$ cat src/rtl/sbc_pkg.sv
// ----------------------------------------------------------------------------
// sbc_pkg
// shared widths, register map and normal codes for the swept box collision test
// ----------------------------------------------------------------------------
package sbc_pkg;

    localparam int POS_W   = 32;
    localparam int SIZE_W  = 31;
    localparam int TS_W    = 24;
    localparam int EDGE_W  = 35;
    localparam int PROD_W  = POS_W + TS_W + 1;
    localparam int ADDR_W  = 3;
    localparam int DATA_W  = 32;
    localparam int NORM_W  = 2;
    localparam int ET_W    = 16;

    typedef enum logic [ADDR_W-3:0] {
        REG_TIME_STEP = '0
    } t_reg_idx;

    localparam logic signed [NORM_W-1:0] NORM_POS  = 2'sb01;
    localparam logic signed [NORM_W-1:0] NORM_NEG  = 2'sb11;
    localparam logic signed [NORM_W-1:0] NORM_NONE = 2'sb00;

endpackage

$ cat src/rtl/sbc_cfg.sv
// ----------------------------------------------------------------------------
// sbc_cfg
// apb register slice holding the frame time step
// ----------------------------------------------------------------------------
module sbc_cfg #(
    parameter logic [23:0] RESET_VAL = 24'h010000
) (
    input  logic                        i_clk,
    input  logic                        i_rst_n,
    input  logic                        psel,
    input  logic                        penable,
    input  logic                        pwrite,
    input  logic [sbc_pkg::ADDR_W-1:0]  paddr,
    input  logic [sbc_pkg::DATA_W-1:0]  pwdata,
    output logic [sbc_pkg::DATA_W-1:0]  prdata,
    output logic                        pready,
    output logic [sbc_pkg::TS_W-1:0]    o_time_step
);

    logic [sbc_pkg::TS_W-1:0] r_ts;
    sbc_pkg::t_reg_idx        idx;

    assign idx    = sbc_pkg::t_reg_idx'(paddr[sbc_pkg::ADDR_W-1:2]);
    assign pready = 1'b1;

    always_ff @(posedge i_clk) begin
        if (!i_rst_n) begin
            r_ts <= RESET_VAL;
        end else if (psel && penable && pwrite && (idx == sbc_pkg::REG_TIME_STEP)) begin
            r_ts <= pwdata[sbc_pkg::TS_W-1:0];
        end
    end

    always_comb begin
        case (idx)
            sbc_pkg::REG_TIME_STEP: prdata = {{(sbc_pkg::DATA_W-sbc_pkg::TS_W){1'b0}}, r_ts};
            default:                prdata = '0;
        endcase
    end

    assign o_time_step = r_ts;

endmodule
$ cat config.mk
export PLATFORM = sky130hd
export DESIGN_NAME = sbc_cfg
export DESIGN_NICKNAME = d
export VERILOG_FILES = /design/src/rtl/sbc_pkg.sv /design/src/rtl/sbc_cfg.sv
export SDC_FILE = /design/constraint.sdc
export NUM_CORES = 1
export LEC_CHECK = 0
export BUFFER_PORTS_ARGS = -buffer_cell sky130_fd_sc_hd__buf_2
export CORE_MARGIN = 2
export CORE_UTILIZATION = 39
export DETAILED_ROUTE_END_ITERATION = 10
export GPL_ROUTABILITY_DRIVEN = 1
export GPL_TIMING_DRIVEN = 0
export PLACE_DENSITY = 0.76
export REMOVE_ABC_BUFFERS = 1
export SYNTH_ARGS = -nofsm -noshare
export SYNTH_HDL_FRONTEND = slang
export SYNTH_SLANG_ARGS = --single-unit
$ cat constraint.sdc
create_clock -name i_clk -period 1.28 [get_ports i_clk]
set_clock_uncertainty 0.1 [all_clocks]
set_input_delay 0.128 -clock i_clk [delete_from_list [all_inputs] [get_ports i_clk]]
set_output_delay 0.128 -clock i_clk [all_outputs]
set_load 0.05 [all_outputs]
---- Word-level counts from Yosys, hierarchy flattened ----
Cells that the tools add are included.
storage, ports and cells
  register bits ........................... 24
  input port bits ......................... 40
  output and inout bits ................... 57
cells by class
  reductions and logical operators ........ 3
  bitwise gates (word level) .............. 1
  muxes and demuxes ....................... 1
operators by type and width
  kind               number
  2-to-1 mux 24 bit  1
  logical AND 1 bit  3
  NOT 1 bit          1

---- Logic depth before layout (Yosys ltp) ----
  depth after elaboration ................. 3
  mapped depth ............................ 4
  mapped depth without buffers ............ 2

---- Least setup slack after synthesis ----
No wires, ideal clock.
  kind .................................... register to output
  start point ............................. register r_ts, in the netlist o_time_step[16]
  end point ............................... output port prdata[16] (netlist bit)
  arrival time ............................ 1.410 ns
  cell stages (with the launch flop) ...... 2
  slack ................................... -0.358 ns
  cell sequence ........................... dfxtp_1 nor2b_1
on the way
  word-level cells in the longest chain between the ends .. 1
ends and longest elaborated chain
  item                      RTL line       source
  start: declaration        sbc_cfg.sv:20  logic [sbc_pkg::TS_W-1:0] r_ts;
  start signal: assignment  sbc_cfg.sv:30  r_ts <= pwdata[sbc_pkg::TS_W-1:0];
  2-to-1 mux 24 bit         sbc_cfg.sv:35  case (idx)
  end: declaration          sbc_cfg.sv:15  output logic [sbc_pkg::DATA_W-1:0] prdata,
Every way passes these cells.

---- Worst setup path after layout ----
  start point ............................. register r_ts, in the netlist o_time_step[14]
  end point ............................... output port prdata[14] (netlist bit)
Same word-level chain as after synthesis.

==> impl_metrics.json <==
{
  "max_stage_delay_ps": 370,
  "clock_tree.root_cell": "clkbuf_4",
  "power_leakage_nw": 0.9355,
  "ys_warn_count": 0,
  "die_x_um": 60.16,
  "hold_path_class": "in2reg",
  "cp_slowest_cell": "dfxtp_1",
  "hold_viol": 0,
  "dieArea_um2": 3619,
  "rrSetupSlack_ps": 550,
  "crit_type": "reg2out",
  "antenna_left": 0,
  "whs_endpoint": "o_time_step[8]$_SDFFE_PN0P_",
  "path_cells": "nor2b_1 > buf_6",
  "portBuffers": 77,
  "cts_buffers": 3,
  "htree_num_levels": 1,
  "ff2ff_path_depth": 2,
  "finalMaxSlewViolations": 0,
  "cts_tree": "built",
  "die_h_um": 60.16,
  "synth_area_leader_cell": "dfxtp_1",
  "finalCriticalPeriod_ps": 1260,
  "final_cell_mix": "52 x buf_2, 46 x nand2_1, 24 x mux2i_1, 24 x dlygate4sd3_1, 22 x buf_6",
  "drive_gt1_share_pct": 44.87,
  "hp-start": "i_rst_n",
  "clk_pin_slew_ps": 120,
  "worstReg2RegEnd": "o_time_step[19]$_SDFFE_PN0P_",
  "drc": 0,
  "initial_core_util_pct": 40.62,
  "syn_area_per_cell_um2": 8.661,
  "dpl_cell_area_um2": 1550,
  "postLayoutCellArea_um2": 1999,
  "ios": 97,
  "grt_first_pass_wirelength_um": 4809,
  "critPathLaunchType": "register",
  "synth_top_area_share_pct": 39.06,
  "fin_crit_sh_pct": 98.44,
  "cts_buffer_depth": 2,
  "end_kind": "output pin",
  "gp_congestion": 0.7113,
  "grt_pass1_vias": 1083,
  "critical_path_arrival_ps": 1030,
  "core_area_um2": 3028,
  "clock_latency_ps": 290,
  "ys_seq_area_share_pct": 39.06,
  "finalSetupViolations": 0,
  "synth_area_um2": 1230,
  "peakVddDrop_mv": 0.6003,
  "largest_register_ffs": 24,
  "crit_path_max_fanout": 3,
  "synth_cell_types": 12,
  "wl_per_cell_um": 11.90,
  "antenna_found_initial": 0,
  "status": "completed",
  "finalSetupTns_ps": 0,
  "synth_area_leaders": "dfxtp_1 39%, mux2i_1 20%, nand2_1 14%",
  "fmaxAchievable_ghz": 0.7936,
  "syn-instance-count": 142,
  "rows": 20,
  "power_density_nw_per_um2": 737.7,
  "reg2reg_from": "o_time_step[19]$_SDFFE_PN0P_",
  "min_path_cells": 3,
  "wl_um": 3307,
  "critPathRequiredTime_ps": 1050,
  "rsz0062_at_grt": "yes",
  "grt_use_total_pct": 17.69,
  "slew_headroom_pct": 49.93,
  "fin_nets": 276,
  "layout_commonest_cell": "buf_2",
  "overflow": 0,
  "hpwlAfterDp_um": 1814,
  "ys_ff_latch": 24,
  "diodes": 0,
  "worstMarginPinSlew_ps": 751.0,
  "vias_per_cell": 4.335,
  "vias": 1205,
  "cap_violations": 0,
  "grt_max_degree": 49,
  "cts.sinks": 24,
  "area_growth_pct": 62.56,
  "drt_iter0_drc": 47,
  "first_pass_iters": 4
}
## worst max-delay path, delay by kind of cell, from the launching register on
kind                   cells  cell delay (ps)
and+or+nand+nor            1              180
buffers and inverters      1              180
DFF                        1              370
## what timing repair did
item,in CTS,in global routing
hold endpoints to repair,24,0
hold buffers,24,0
setup endpoints to repair,48,22
buffers inserted,0,0
gates resized for setup,28,42
## synth_stat cells (all sizes together)
library cell and number:
and4b 1, buf 13, and2b 4, mux2i 24, clkbuf 6, dfxtp 24, nor2b 22, conb 2
nand2 46
## where the power goes
group / total, mW / internal, mW / switching [mW]
registers: 0.776 / 0.765 / 0.0113
clock network: 0.308 / 0.110 / 0.198
logic: 0.391 / 0.144 / 0.247
## cells by family (layout without fill, tap and decap cells)
family / count (synthesis) / count (layout) / synth area share (%)
simple gates: 73 / 73 / 28.89
buf+inv: 19 / 104 / 11.90
flops: 24 / 24 / 39.06
mux: 24 / 24 / 19.53
other cells: 2 / 9 / 0.6106
## worst max path at each step
| stage | from | slack, ps | depth (start not counted) | end |
|---|---|---|---|---|
| after floorplan | o_time_step[16]$_SDFFE_PN1P_ | -360 | 1 | prdata[16] |
| after global routing | o_time_step[20]$_SDFFE_PN0P_ | -50 | 2 | prdata[20] |
| after global placement | paddr[2] | -860 | 3 | o_time_step[0]$_SDFFE_PN0P_ |
| after CTS | o_time_step[18]$_SDFFE_PN0P_ | 10 | 2 | prdata[18] |
| final | o_time_step[14]$_SDFFE_PN0P_ | 20 | 2 | prdata[14] |
| after detailed placement | paddr[2] | -890 | 3 | o_time_step[11]$_SDFFE_PN0P_ |
## metrics by stage
step	total power, mW	hold WS, ps	utilization [%]	worst slack [ps]	cells
after floorplan	0.9985	170.1	-	-358.1	130
after global placement	1.100	277.3	51.20	-863.2	251
after detailed placement	1.103	284.6	51.20	-894.3	251
after CTS	1.487	298.1	62.19	11.35	278
after global routing	1.557	316.1	66.03	-49.76	278
final	1.475	314.5	66.03	19.96	278
## metal layers
layer  global-route usage, %  wire length (µm)  up-vias
met3                   3.030               134        6
met4                   6.667                70        0
met1                   17.37              1240      543
li1                        -                 -      611
met2                   35.71              1861       45
met5                       0                 0        -
## cell type report
cell class	count	area, µm²
Clock buffer	3	22.52
Fill cell	254	1028
Multi-Input combinational cell	106	653.1
Sequential cell	24	498.0
Tap cell	44	55.05
Timing Repair Buffer	101	770.7
Power figures use the tool's default switching activity.
